File: config.mk
export PLATFORM = sky130hd
export DESIGN_NAME = rtttl_note_tokenizer_unit
export DESIGN_NICKNAME = d
export VERILOG_FILES = /design/src/rtl/rtn_pkg.sv /design/src/rtl/rtn_regs.sv /design/src/rtl/rtn_div.sv /design/src/rtl/rtn_dp.sv /design/src/rtl/rtn_ctrl.sv /design/src/rtl/rtttl_note_tokenizer_unit.sv
export SDC_FILE = /design/constraint.sdc
export NUM_CORES = 1
export LEC_CHECK = 0
export ABC_AREA = 1
export BUFFER_PORTS_ARGS = -buffer_cell sky130_fd_sc_hd__buf_2
export CAP_MARGIN = 10
export CELL_PAD_IN_SITES_DETAIL_PLACEMENT = 0
export CELL_PAD_IN_SITES_GLOBAL_PLACEMENT = 2
export CORE_MARGIN = 2
export CORE_UTILIZATION = 38
export DETAILED_ROUTE_END_ITERATION = 6
export GPL_TIMING_DRIVEN = 0
export PLACE_DENSITY_LB_ADDON = 0.1
export RECOVER_POWER = 100
export SKIP_LAST_GASP = 1
export SLEW_MARGIN = 30
export SYNTH_ARGS = -nofsm -noshare
export SYNTH_HDL_FRONTEND = slang
export SYNTH_SLANG_ARGS = --single-unit
File: constraint.sdc
create_clock -name i_clk -period 16.2 [get_ports i_clk]
set_input_delay 1.62 -clock i_clk [delete_from_list [all_inputs] [get_ports i_clk]]
set_output_delay 1.62 -clock i_clk [all_outputs]
set_load 0.01 [all_outputs]
File: src/rtl/rtn_pkg.sv
package rtn_pkg;

    localparam int CHAR_W = 8;
    localparam int DUR_W  = 10;
    localparam int OCT_W  = 4;
    localparam int BPM_W  = 10;
    localparam int DDUR_W = 8;
    localparam int HZ_W   = 15;
    localparam int NOTE_W = 8;
    localparam int MS_W   = 19;
    localparam int DEN_W  = 20;
    localparam int DIV_CNT_W = 5;
    localparam int IN_TDATA_W  = 8;
    localparam int OUT_TDATA_W = 48;
    localparam int APB_ADDR_W  = 4;
    localparam int APB_DATA_W  = 32;

    localparam logic [1:0] REG_DEF_DUR = 2'd0;
    localparam logic [1:0] REG_DEF_OCT = 2'd1;
    localparam logic [1:0] REG_BPM     = 2'd2;

    localparam logic [DDUR_W-1:0] RST_DEF_DUR = 8'd4;
    localparam logic [OCT_W-1:0]  RST_DEF_OCT = 4'd6;
    localparam logic [BPM_W-1:0]  RST_BPM     = 10'd120;

    localparam logic [CHAR_W-1:0] CH_SPACE   = 8'h20;
    localparam logic [CHAR_W-1:0] CH_SHARP   = 8'h23;
    localparam logic [CHAR_W-1:0] CH_COMMA   = 8'h2C;
    localparam logic [CHAR_W-1:0] CH_DOT     = 8'h2E;
    localparam logic [CHAR_W-1:0] CH_ZERO    = 8'h30;
    localparam logic [CHAR_W-1:0] CH_NINE    = 8'h39;
    localparam logic [CHAR_W-1:0] CH_UPPER_A = 8'h41;
    localparam logic [CHAR_W-1:0] CH_UPPER_Z = 8'h5A;
    localparam logic [CHAR_W-1:0] CH_CASE    = 8'h20;
    localparam logic [CHAR_W-1:0] CH_LOW_P   = 8'h70;

    localparam logic [13:0]       DUR_MAX  = 14'd999;
    localparam logic [NOTE_W-1:0] NOTE_MAX = 8'd132;
    localparam logic [NOTE_W-1:0] NOTE_MIN = 8'd12;
    localparam logic [NOTE_W-1:0] SEMIS_PER_OCT = 8'd12;
    localparam logic [MS_W-1:0]   WHOLE_MS  = 19'd240000;
    localparam logic [MS_W-1:0]   DOTTED_MS = 19'd360000;

    localparam logic [HZ_W-1:0] PITCH_HZ [0:120] = '{
        15'd16, 15'd17, 15'd18, 15'd19, 15'd20, 15'd21, 15'd23, 15'd24,
        15'd25, 15'd27, 15'd29, 15'd30,
        15'd32, 15'd34, 15'd36, 15'd38, 15'd41, 15'd43, 15'd46, 15'd48,
        15'd51, 15'd55, 15'd58, 15'd61,
        15'd65, 15'd69, 15'd73, 15'd77, 15'd82, 15'd87, 15'd92, 15'd97,
        15'd103, 15'd110, 15'd116, 15'd123,
        15'd130, 15'd138, 15'd146, 15'd155, 15'd164, 15'd174, 15'd184, 15'd195,
        15'd207, 15'd220, 15'd233, 15'd246,
        15'd261, 15'd277, 15'd293, 15'd311, 15'd329, 15'd349, 15'd369, 15'd391,
        15'd415, 15'd440, 15'd466, 15'd493,
        15'd523, 15'd554, 15'd587, 15'd622, 15'd659, 15'd698, 15'd739, 15'd783,
        15'd830, 15'd880, 15'd932, 15'd987,
        15'd1046, 15'd1108, 15'd1174, 15'd1244, 15'd1318, 15'd1396, 15'd1479,
        15'd1567, 15'd1661, 15'd1760, 15'd1864, 15'd1975,
        15'd2093, 15'd2217, 15'd2349, 15'd2489, 15'd2637, 15'd2793, 15'd2959,
        15'd3135, 15'd3322, 15'd3520, 15'd3729, 15'd3951,
        15'd4186, 15'd4434, 15'd4698, 15'd4978, 15'd5274, 15'd5587, 15'd5919,
        15'd6271, 15'd6644, 15'd7040, 15'd7458, 15'd7902,
        15'd8372, 15'd8869, 15'd9397, 15'd9956, 15'd10548, 15'd11175, 15'd11839,
        15'd12543, 15'd13289, 15'd14080, 15'd14917, 15'd15804,
        15'd16744
    };

    typedef enum logic [1:0] {
        PH_IDLE,
        PH_DIGITS,
        PH_LETTER,
        PH_MODS
    } t_phase;

    typedef enum logic [2:0] {
        ST_IDLE,
        ST_MULT,
        ST_START,
        ST_DIV,
        ST_SEND
    } t_state;

    typedef struct packed {
        logic [DDUR_W-1:0] def_dur;
        logic [OCT_W-1:0]  def_oct;
        logic [BPM_W-1:0]  bpm;
    } t_cfg;

    typedef struct packed {
        logic accept;
        logic mult;
        logic div_start;
        logic reload;
    } t_cmd;

    typedef struct packed {
        logic emit_close;
        logic emit_final;
        logic div_busy;
    } t_sts;

    // Bit 4 flags a pitched letter, bits 3:0 give its semitone within the octave.
    function automatic logic [4:0] semitone_of(input logic [CHAR_W-1:0] letter);
        logic [4:0] res;
        case (letter)
            8'h63:   res = 5'h10;
            8'h64:   res = 5'h12;
            8'h65:   res = 5'h14;
            8'h66:   res = 5'h15;
            8'h67:   res = 5'h17;
            8'h61:   res = 5'h19;
            8'h62:   res = 5'h1B;
            default: res = 5'h00;
        endcase
        return res;
    endfunction

endpackage

File: src/rtl/rtn_regs.sv
module rtn_regs (
    input  logic                             i_clk,
    input  logic                             i_rst_n,
    input  logic                             psel,
    input  logic                             penable,
    input  logic                             pwrite,
    input  logic [rtn_pkg::APB_ADDR_W-1:0]   paddr,
    input  logic [rtn_pkg::APB_DATA_W-1:0]   pwdata,
    output logic [rtn_pkg::APB_DATA_W-1:0]   prdata,
    output logic                             pready,
    output rtn_pkg::t_cfg                    o_cfg
);
    import rtn_pkg::*;

    logic [DDUR_W-1:0] r_def_dur;
    logic [OCT_W-1:0]  r_def_oct;
    logic [BPM_W-1:0]  r_bpm;
    logic              w_wr;

    assign pready = 1'b1;
    assign w_wr   = psel && penable && pwrite;

    always_ff @(posedge i_clk) begin
        if (!i_rst_n) begin
            r_def_dur <= RST_DEF_DUR;
            r_def_oct <= RST_DEF_OCT;
            r_bpm     <= RST_BPM;
        end else if (w_wr) begin
            case (paddr[3:2])
                REG_DEF_DUR: r_def_dur <= pwdata[DDUR_W-1:0];
                REG_DEF_OCT: r_def_oct <= pwdata[OCT_W-1:0];
                REG_BPM:     r_bpm     <= pwdata[BPM_W-1:0];
                default: ;
            endcase
        end
    end

    always_comb begin
        case (paddr[3:2])
            REG_DEF_DUR: prdata = {{(APB_DATA_W-DDUR_W){1'b0}}, r_def_dur};
            REG_DEF_OCT: prdata = {{(APB_DATA_W-OCT_W){1'b0}}, r_def_oct};
            REG_BPM:     prdata = {{(APB_DATA_W-BPM_W){1'b0}}, r_bpm};
            default:     prdata = '0;
        endcase
    end

    assign o_cfg.def_dur = r_def_dur;
    assign o_cfg.def_oct = r_def_oct;
    assign o_cfg.bpm     = r_bpm;

endmodule

File: src/rtl/rtn_div.sv
module rtn_div (
    input  logic                        i_clk,
    input  logic                        i_rst_n,
    input  logic                        i_start,
    input  logic [rtn_pkg::MS_W-1:0]    i_num,
    input  logic [rtn_pkg::DEN_W-1:0]   i_den,
    output logic                        o_busy,
    output logic [rtn_pkg::MS_W-1:0]    o_quo
);
    import rtn_pkg::*;

    logic [DIV_CNT_W-1:0] r_cnt;
    logic [DEN_W-1:0]     r_rem;
    logic [MS_W-1:0]      r_quo;
    logic [DEN_W:0]       w_trial;
    logic [DEN_W:0]       w_diff;

    // Restoring division, one quotient bit per cycle; the quotient shifts in
    // behind the dividend bits as they are consumed.
    assign w_trial = {r_rem, r_quo[MS_W-1]};
    assign w_diff  = w_trial - {1'b0, i_den};
    assign o_busy  = (r_cnt != '0);
    assign o_quo   = r_quo;

    always_ff @(posedge i_clk) begin
        if (!i_rst_n) begin
            r_cnt <= '0;
        end else if (i_start) begin
            r_cnt <= DIV_CNT_W'(MS_W);
        end else if (o_busy) begin
            r_cnt <= r_cnt - DIV_CNT_W'(1);
        end
    end

    always_ff @(posedge i_clk) begin
        if (i_start) begin
            r_rem <= '0;
            r_quo <= i_num;
        end else if (o_busy) begin
            if (!w_diff[DEN_W]) begin
                r_rem <= w_diff[DEN_W-1:0];
                r_quo <= {r_quo[MS_W-2:0], 1'b1};
            end else begin
                r_rem <= w_trial[DEN_W-1:0];
                r_quo <= {r_quo[MS_W-2:0], 1'b0};
            end
        end
    end

endmodule

File: src/rtl/rtn_dp.sv
module rtn_dp (
    input  logic                              i_clk,
    input  logic                              i_rst_n,
    input  rtn_pkg::t_cfg                     i_cfg,
    input  rtn_pkg::t_cmd                     i_cmd,
    input  logic [rtn_pkg::CHAR_W-1:0]        i_char,
    input  logic                              i_final,
    output rtn_pkg::t_sts                     o_sts,
    output logic [rtn_pkg::OUT_TDATA_W-1:0]   o_tdata
);
    import rtn_pkg::*;

    // Open token.
    t_phase             r_phase;
    logic [DUR_W-1:0]   r_dur;
    logic [CHAR_W-1:0]  r_letter;
    logic               r_sharp;
    logic [OCT_W-1:0]   r_oct;
    logic               r_dot;

    t_phase             n_phase;
    logic [DUR_W-1:0]   n_dur;
    logic [CHAR_W-1:0]  n_letter;
    logic               n_sharp;
    logic [OCT_W-1:0]   n_oct;
    logic               n_dot;

    // Token being turned into a note event.
    logic [DUR_W-1:0]   r_e_dur;
    logic [CHAR_W-1:0]  r_e_letter;
    logic               r_e_sharp;
    logic [OCT_W-1:0]   r_e_oct;
    logic               r_e_dot;

    logic [DEN_W-1:0]   r_prod;
    logic [MS_W-1:0]    r_num;
    logic [NOTE_W-1:0]  r_note;
    logic [HZ_W-1:0]    r_hz;

    logic [CHAR_W-1:0]  w_c;
    logic               w_digit;
    logic               w_done;
    logic               w_close;
    logic [13:0]        w_acc;
    logic [DUR_W-1:0]   w_dur_eff;
    logic [BPM_W-1:0]   w_bpm_eff;
    logic [4:0]         w_semi;
    logic [NOTE_W-1:0]  w_note_raw;
    logic [NOTE_W-1:0]  w_note;
    logic [NOTE_W-1:0]  w_idx;
    logic               w_busy;
    logic [MS_W-1:0]    w_quo;

    always_comb begin
        w_c = i_char;
        if (i_char >= CH_UPPER_A && i_char <= CH_UPPER_Z) begin
            w_c = i_char + CH_CASE;
        end
        w_digit = (w_c >= CH_ZERO) && (w_c <= CH_NINE);
    end

    always_comb begin
        n_phase  = r_phase;
        n_dur    = r_dur;
        n_letter = r_letter;
        n_sharp  = r_sharp;
        n_oct    = r_oct;
        n_dot    = r_dot;
        w_done   = 1'b0;
        w_close  = 1'b0;
        w_acc    = '0;
        if (w_c != CH_SPACE) begin
            if (r_phase == PH_LETTER || r_phase == PH_MODS) begin
                if (r_phase == PH_LETTER && w_c == CH_SHARP) begin
                    n_sharp = 1'b1;
                    n_phase = PH_MODS;
                    w_done  = 1'b1;
                end else if (w_digit) begin
                    n_oct   = w_c[OCT_W-1:0];
                    n_phase = PH_MODS;
                    w_done  = 1'b1;
                end else if (w_c == CH_DOT) begin
                    n_dot   = 1'b1;
                    n_phase = PH_MODS;
                    w_done  = 1'b1;
                end else begin
                    w_close = 1'b1;
                    n_phase = PH_IDLE;
                    w_done  = (w_c == CH_COMMA);
                end
            end
            if (!w_done) begin
                // A character arriving with no open token starts a fresh one.
                if (n_phase == PH_IDLE) begin
                    n_dur    = '0;
                    n_letter = '0;
                    n_sharp  = 1'b0;
                    n_dot    = 1'b0;
                    n_oct    = i_cfg.def_oct;
                end
                if (w_digit) begin
                    w_acc = {4'd0, n_dur} * 14'd10 + {10'd0, w_c[3:0]};
                    n_dur = (w_acc > DUR_MAX) ? DUR_MAX[DUR_W-1:0] : w_acc[DUR_W-1:0];
                    n_phase = PH_DIGITS;
                end else begin
                    n_letter = w_c;
                    n_phase  = PH_LETTER;
                end
            end
        end
        if (i_final && n_phase == PH_DIGITS) begin
            n_letter = CH_LOW_P;
        end
    end

    assign o_sts.emit_close = w_close;
    assign o_sts.emit_final = i_final && (n_phase != PH_IDLE);
    assign o_sts.div_busy   = w_busy;

    always_ff @(posedge i_clk) begin
        if (!i_rst_n) begin
            r_phase  <= PH_IDLE;
            r_dur    <= '0;
            r_letter <= '0;
            r_sharp  <= 1'b0;
            r_oct    <= RST_DEF_OCT;
            r_dot    <= 1'b0;
        end else if (i_cmd.accept) begin
            r_phase  <= i_final ? PH_IDLE : n_phase;
            r_dur    <= n_dur;
            r_letter <= n_letter;
            r_sharp  <= n_sharp;
            r_oct    <= n_oct;
            r_dot    <= n_dot;
        end
    end

    // The token closed by this character goes first; the token ended by the
    // last character follows from the updated state.
    always_ff @(posedge i_clk) begin
        if (i_cmd.accept && w_close) begin
            r_e_dur    <= r_dur;
            r_e_letter <= r_letter;
            r_e_sharp  <= r_sharp;
            r_e_oct    <= r_oct;
            r_e_dot    <= r_dot;
        end else if (i_cmd.accept) begin
            r_e_dur    <= n_dur;
            r_e_letter <= n_letter;
            r_e_sharp  <= n_sharp;
            r_e_oct    <= n_oct;
            r_e_dot    <= n_dot;
        end else if (i_cmd.reload) begin
            r_e_dur    <= r_dur;
            r_e_letter <= r_letter;
            r_e_sharp  <= r_sharp;
            r_e_oct    <= r_oct;
            r_e_dot    <= r_dot;
        end
    end

    always_comb begin
        if (r_e_dur != '0) begin
            w_dur_eff = r_e_dur;
        end else if (i_cfg.def_dur != '0) begin
            w_dur_eff = {{(DUR_W-DDUR_W){1'b0}}, i_cfg.def_dur};
        end else begin
            w_dur_eff = DUR_W'(1);
        end
        w_bpm_eff  = (i_cfg.bpm != '0) ? i_cfg.bpm : BPM_W'(1);
        w_semi     = semitone_of(r_e_letter);
        w_note_raw = ({4'd0, r_e_oct} + 8'd1) * SEMIS_PER_OCT
                   + {4'd0, w_semi[3:0]} + {7'd0, r_e_sharp};
        w_note     = (w_note_raw > NOTE_MAX) ? NOTE_MAX : w_note_raw;
        w_idx      = w_note - NOTE_MIN;
    end

    always_ff @(posedge i_clk) begin
        if (i_cmd.mult) begin
            r_prod <= {{(DEN_W-DUR_W){1'b0}}, w_dur_eff} * {{(DEN_W-BPM_W){1'b0}}, w_bpm_eff};
            r_num  <= r_e_dot ? DOTTED_MS : WHOLE_MS;
            if (w_semi[4]) begin
                r_note <= w_note;
                r_hz   <= PITCH_HZ[w_idx[6:0]];
            end else begin
                r_note <= '0;
                r_hz   <= '0;
            end
        end
    end

    rtn_div u_div (
        .i_clk   (i_clk),
        .i_rst_n (i_rst_n),
        .i_start (i_cmd.div_start),
        .i_num   (r_num),
        .i_den   (r_prod),
        .o_busy  (w_busy),
        .o_quo   (w_quo)
    );

    assign o_tdata = {{(OUT_TDATA_W-MS_W-NOTE_W-HZ_W){1'b0}}, w_quo, r_note, r_hz};

endmodule

File: src/rtl/rtn_ctrl.sv
module rtn_ctrl (
    input  logic            i_clk,
    input  logic            i_rst_n,
    input  logic            i_in_valid,
    input  logic            i_out_ready,
    input  rtn_pkg::t_sts   i_sts,
    output rtn_pkg::t_cmd   o_cmd,
    output logic            o_in_ready,
    output logic            o_out_valid,
    output logic            o_out_last
);
    import rtn_pkg::*;

    t_state r_state;
    t_state n_state;
    logic   r_more;
    logic   w_accept;
    logic   w_sent;

    assign w_accept = (r_state == ST_IDLE) && i_in_valid;
    assign w_sent   = (r_state == ST_SEND) && i_out_ready;

    always_ff @(posedge i_clk) begin
        if (!i_rst_n) begin
            r_state <= ST_IDLE;
            r_more  <= 1'b0;
        end else begin
            r_state <= n_state;
            if (w_accept) begin
                r_more <= i_sts.emit_close && i_sts.emit_final;
            end else if (w_sent) begin
                r_more <= 1'b0;
            end
        end
    end

    always_comb begin
        n_state = r_state;
        case (r_state)
            ST_IDLE: begin
                if (i_in_valid && (i_sts.emit_close || i_sts.emit_final)) begin
                    n_state = ST_MULT;
                end
            end
            ST_MULT:  n_state = ST_START;
            ST_START: n_state = ST_DIV;
            ST_DIV: begin
                if (!i_sts.div_busy) begin
                    n_state = ST_SEND;
                end
            end
            ST_SEND: begin
                if (i_out_ready) begin
                    n_state = r_more ? ST_MULT : ST_IDLE;
                end
            end
            default: n_state = ST_IDLE;
        endcase
    end

    always_comb begin
        o_cmd       = '0;
        o_in_ready  = 1'b0;
        o_out_valid = 1'b0;
        o_out_last  = 1'b0;
        case (r_state)
            ST_IDLE: begin
                o_in_ready   = 1'b1;
                o_cmd.accept = i_in_valid;
            end
            ST_MULT:  o_cmd.mult = 1'b1;
            ST_START: o_cmd.div_start = 1'b1;
            ST_DIV: ;
            ST_SEND: begin
                o_out_valid  = 1'b1;
                o_out_last   = !r_more;
                o_cmd.reload = i_out_ready && r_more;
            end
            default: ;
        endcase
    end

endmodule

File: src/rtl/rtttl_note_tokenizer_unit.sv
// Channel   Direction  Contents
// s_axis    in         tdata[7:0] character, tlast final_char
// m_axis    out        tdata tone_hz, semitone_number, length_ms; tlast run_end
// apb       in/out     0x0 default_duration, 0x4 default_octave, 0x8 beats_per_minute
//
// One character is taken per transaction when the block is idle; a character
// that completes no note leaves the block idle for the next character.
// Each note event then steps through the controller states in order: the tempo
// times length product, loading the divider, the one-bit-per-cycle division
// until the divider finishes, and offering the event until m_axis_tready;
// a character may cause two events.
// Synchronous active-low reset puts the tokenizer idle with no open token.
// s_axis_tready stays low until every event of the last character has left.
module rtttl_note_tokenizer_unit (
    input  logic                                i_clk,
    input  logic                                i_rst_n,
    input  logic                                s_axis_tvalid,
    output logic                                s_axis_tready,
    input  logic [rtn_pkg::IN_TDATA_W-1:0]      s_axis_tdata,   // [7:0] character
    input  logic                                s_axis_tlast,
    output logic                                m_axis_tvalid,
    input  logic                                m_axis_tready,
    // [14:0] tone_hz, [22:15] semitone_number, [41:23] length_ms, [47:42] zero
    output logic [rtn_pkg::OUT_TDATA_W-1:0]     m_axis_tdata,
    output logic                                m_axis_tlast,
    input  logic                                psel,
    input  logic                                penable,
    input  logic                                pwrite,
    input  logic [rtn_pkg::APB_ADDR_W-1:0]      paddr,
    input  logic [rtn_pkg::APB_DATA_W-1:0]      pwdata,
    output logic [rtn_pkg::APB_DATA_W-1:0]      prdata,
    output logic                                pready
);
    import rtn_pkg::*;

    t_cfg w_cfg;
    t_cmd w_cmd;
    t_sts w_sts;

    rtn_regs u_regs (
        .i_clk   (i_clk),
        .i_rst_n (i_rst_n),
        .psel    (psel),
        .penable (penable),
        .pwrite  (pwrite),
        .paddr   (paddr),
        .pwdata  (pwdata),
        .prdata  (prdata),
        .pready  (pready),
        .o_cfg   (w_cfg)
    );

    rtn_ctrl u_ctrl (
        .i_clk       (i_clk),
        .i_rst_n     (i_rst_n),
        .i_in_valid  (s_axis_tvalid),
        .i_out_ready (m_axis_tready),
        .i_sts       (w_sts),
        .o_cmd       (w_cmd),
        .o_in_ready  (s_axis_tready),
        .o_out_valid (m_axis_tvalid),
        .o_out_last  (m_axis_tlast)
    );

    rtn_dp u_dp (
        .i_clk   (i_clk),
        .i_rst_n (i_rst_n),
        .i_cfg   (w_cfg),
        .i_cmd   (w_cmd),
        .i_char  (s_axis_tdata[CHAR_W-1:0]),
        .i_final (s_axis_tlast),
        .o_sts   (w_sts),
        .o_tdata (m_axis_tdata)
    );

    a_no_overlap: assert property (@(posedge i_clk) disable iff (!i_rst_n)
        !(s_axis_tready && m_axis_tvalid))
        else $error("input taken while a note event is pending");

    a_div_start_idle: assert property (@(posedge i_clk) disable iff (!i_rst_n)
        w_cmd.div_start |-> !w_sts.div_busy)
        else $error("divider restarted while busy");

    a_second_event: assert property (@(posedge i_clk) disable iff (!i_rst_n)
        (m_axis_tvalid && m_axis_tready && !m_axis_tlast) |=> !s_axis_tready)
        else $error("input taken before the second note event");

    a_silent_char: assert property (@(posedge i_clk) disable iff (!i_rst_n)
        (s_axis_tvalid && s_axis_tready && !w_sts.emit_close && !w_sts.emit_final)
        |=> s_axis_tready)
        else $error("character without events did not finish in one cycle");

endmodule

==> flow_summary_export.csv <==
group,metric,value,unit
run_status,status,"finished, final reports clean",
synthesis,netlist-cell-type-count,53,
detailed_routing,antenna_left,0,
detailed_routing,wl_per_cell,15.9,um
sta,max_slew_margin,22.9,%
setup_path,cp.arrival,7.81,ns
setup_path,cp-startpoint,"s_axis_tdata[5]",
synthesis,async_reset_ff_share,0,%
sta,finalCritPeriodShare,47.0,%
synthesis,ys_seq_area_share,29.3,%
setup_path,r2r_end,"u_dp.r_prod[19]",
place,dp_hpwl,32400,um
power,swShare,49.8,%
sta,drv_slew,0,
power,power.density,173,nW/um^2
synthesis,yosysTopAreaCell,"edfxtp_1",
detailed_routing,firstDrtPassIters,5,
place,routabilityCongestion,0.890,
clocking,cts_tree,"built",
grt,globalRouteTotalUtil,21.3,%
setup_path,crit_top_cell,"nand2_1",
cells_and_area,syn_to_final_growth,10.7,%
clocking,path_clk_slew,0.08,ns
floorplanning,dieArea,39100,sq um
detailed_routing,num_vias,12600,
setup_path,crit_family,"simple AND/OR/NAND/NOR gates",
synthesis,synth_common_cells,"nand2_1, inv_1, nor2_1",
synthesis,synth_top_flop_cell,"edfxtp_1",
clocking,cts.repair.resized,0,
flow_run,drv_cap,0,
sta,fin_crit,7.61,ns
floorplanning,die_h,198,um
grt,antenna_found_initial,1,
setup_path,cp_num_cells,39,
place,place_inst,2499,
cells_and_area,diodes,0,
sta,worst_pin_slew,1.16,ns
setup_path,crit_fanout,10,
cells_and_area,nNetsFinal,2276,
grt,grt_max_degree,22,
sta,setup_violations,0,
setup_path,max_stage_delay,0.50,ns
power,max-vdd-ir-drop,0.0929,mV
setup_path,worstRegToRegCells,33,
sta,fin_tns_setup,0,ns
synthesis,synth_edf_count,88,
grt,gr-total-overflow,0,
floorplanning,fp-row-count,70,
synthesis,synth.most_common_cell,"nand2_1",
setup_path,r2r_slack,8.88,ns
grt,grt_pass1_vias,12300,
power,seq_power_share,24.1,%
clocking,cts_num_sinks,165,
synthesis,avgSynthCellArea,7.45,sq um
floorplanning,initial_utilization,38.8,%
clocking,htreeDepth,4,
sta,fmax,131,MHz
place,portBuffers,82,
synthesis,synth_seq_cells,165,
clocking,cts_setup_buffers,0,
sta,clock_skew,0.0168,ns
setup_path,cp.buffers_inverters,5,
synthesis,yosysWarnings,0,
power,power,2.74,mW
setup_path,end_kind,"register",
setup_path,path_class,"primary input to register",
clocking,cts_made_buffers,17,
clocking,clk_latency,0.46,ns
synthesis,synth_area,14300,sq um
setup_path,reg2reg_from,"u_dp.r_e_dur[9]",
detailed_routing,drt-total-wl,40300,um
synthesis,syn_inst,1916,
sta,hold_viol_final,0,
min_path,min_path_type,"register to register",
floorplanning,fp.dieW,198,um
cells_and_area,fin_cells,2531,
clocking,cts.path.max_buffers,2,
detailed_routing,drtIter0Drc,731,
clocking,cts_hold_buf,0,
power,pwr-share-comb,60.9,%
synthesis,synthTopCellsByArea,"edfxtp_1, nand2_1, dfxtp_1",
setup_path,slowest_stage,"nor2_1",
power,internal-power,1.38,mW
synthesis,synth_top_area_share,18.5,%
setup_path,start_kind,"primary input",
setup_path,cp_data_required_time,16.40,ns
cells_and_area,drive_gt1_share,6.88,%
power,leakage,7.70,nW
cells_and_area,fillers,3941,
power,p_clk_share,15.0,%
floorplanning,core_area,36800,sq um
detailed_routing,drc_errors,0,
detailed_routing,routed_via_density,4.97,
sta,rsz0062_at_grt,"no",
setup_path,crit_end,"u_dp.r_e_dur[6]",
floorplanning,ioPinCount,136,
clocking,cts_root_buf,"clkbuf_16",
power,power_switching,1.36,mW
grt,grt_pass1_wl,65300,um
==> final cells by class <==
cell class                      instances  area (sq um)  area share [%]
Tap cell                              468           586            3.71
Buffer                                 82           434            2.75
Sequential cell                       165          4180            26.5
Timing Repair Buffer                   88           362            2.29
Multi-Input combinational cell       1383          8480            53.6
Clock buffer                           17           425            2.69
Inverter                              313          1170            7.44
Clock inverter                         15           159            1.01
==> worst min path at each step <==
| stage | start | to | cells after the start |
|---|---|---|---|
| finish | u_dp.r_e_dot | u_dp.r_num[14] | 0 |
| global route | u_dp.r_e_dot | u_dp.r_num[14] | 0 |
| CTS | u_dp.r_e_dot | u_dp.r_num[14] | 0 |
| detailed placement | u_dp.r_e_dot | u_dp.r_num[14] | 0 |
| global placement | u_dp.r_e_dot | u_dp.r_num[14] | 0 |
| floorplan | u_dp.r_e_dot | u_dp.r_num[14] | 0 |
==> state kept, by name, indices dropped and copies added, names as in the netlist, 10 cells and up <==
name              count
u_dp.u_div.o_quo     19
u_regs.r_bpm         10
u_dp.r_dur           10
u_dp.u_div.r_rem     20
u_dp.r_prod          20
u_dp.r_hz            15
u_dp.r_e_dur         10
==> per-stage QoR <==
step	setup slack, ns	util [%]	hold slack (ns)	cell area [sq um]
5_1_grt	7.94	43.0	0.495	15800
6_report	8.59	43.0	0.469	15800
3_5_place_dp	8.88	42.0	0.461	15500
4_1_cts	8.84	43.6	0.476	16000
3_3_place_gp	8.91	41.8	0.436	15400
2_1_floorplan	9.87	-	0.426	14400
==> worst register-to-register path, delay by kind of cell (launching register included) <==
family	cells	cell delay, ns
XOR/XNOR	1	0.14
buffers and inverters	9	1.20
AND/OR/NAND/NOR	8	1.37
flip-flops	1	0.36
AO/OA/AOI/OAI	9	1.40
adder cells (fa/ha/maj)	6	2.62
==> per-layer routing <==
layer	GRT usage, %	wire length, um
met1	29.0	19700
met5	0	9
met2	35.3	18300
met4	6.04	756
met3	3.07	1470
==> power by group through the flow <==
stage	Combinational [mW]	Clock, mW	Sequential (mW)
after floorplan	1.23	0	0.661
after global placement	1.69	0	0.671
after detailed placement	1.70	0	0.669
after CTS	1.71	0.421	0.660
after global routing	1.89	0.439	0.672
final	1.67	0.411	0.660
==> cell usage in the layout, fill, tap and decap left out, drive strengths merged, types with 5 or more instances in the layout <==
cell / netlist / final
fa: 64 / 64
nand3: 90 / 90
edfxtp: 88 / 88
o22ai: 9 / 9
clkinv: 4 / 11
conb: 2 / 29
nor3: 18 / 18
o211ai: 22 / 22
nor4: 9 / 9
dfxtp: 77 / 77
nand2: 480 / 480
nor2: 175 / 175
inv: 309 / 317
xor2: 31 / 31
nand4: 20 / 20
xnor2: 26 / 26
a32oi: 5 / 5
a31oi: 13 / 13
ha: 110 / 110
clkbuf: 35 / 121
buf: 47 / 66
o21ai: 136 / 136
o21bai: 19 / 19
or2: 10 / 10
a21o: 5 / 5
a21oi: 95 / 95
==> kinds of logic (layout without fill, tap and decap cells) <==
logic type | count (synthesis) | after routing | share of synthesized area (%)
adder cells (fa/ha/maj) | 174 | 174 | 18.6
XOR/XNOR | 57 | 57 | 3.55
buffers and inverters | 395 | 515 | 11.4
other | 2 | 29 | 0.0526
flip-flops | 165 | 165 | 29.3
AO/OA/AOI/OAI | 319 | 319 | 12.8
AND/OR/NAND/NOR | 804 | 804 | 24.3
(Power assumes the default switching activity.)
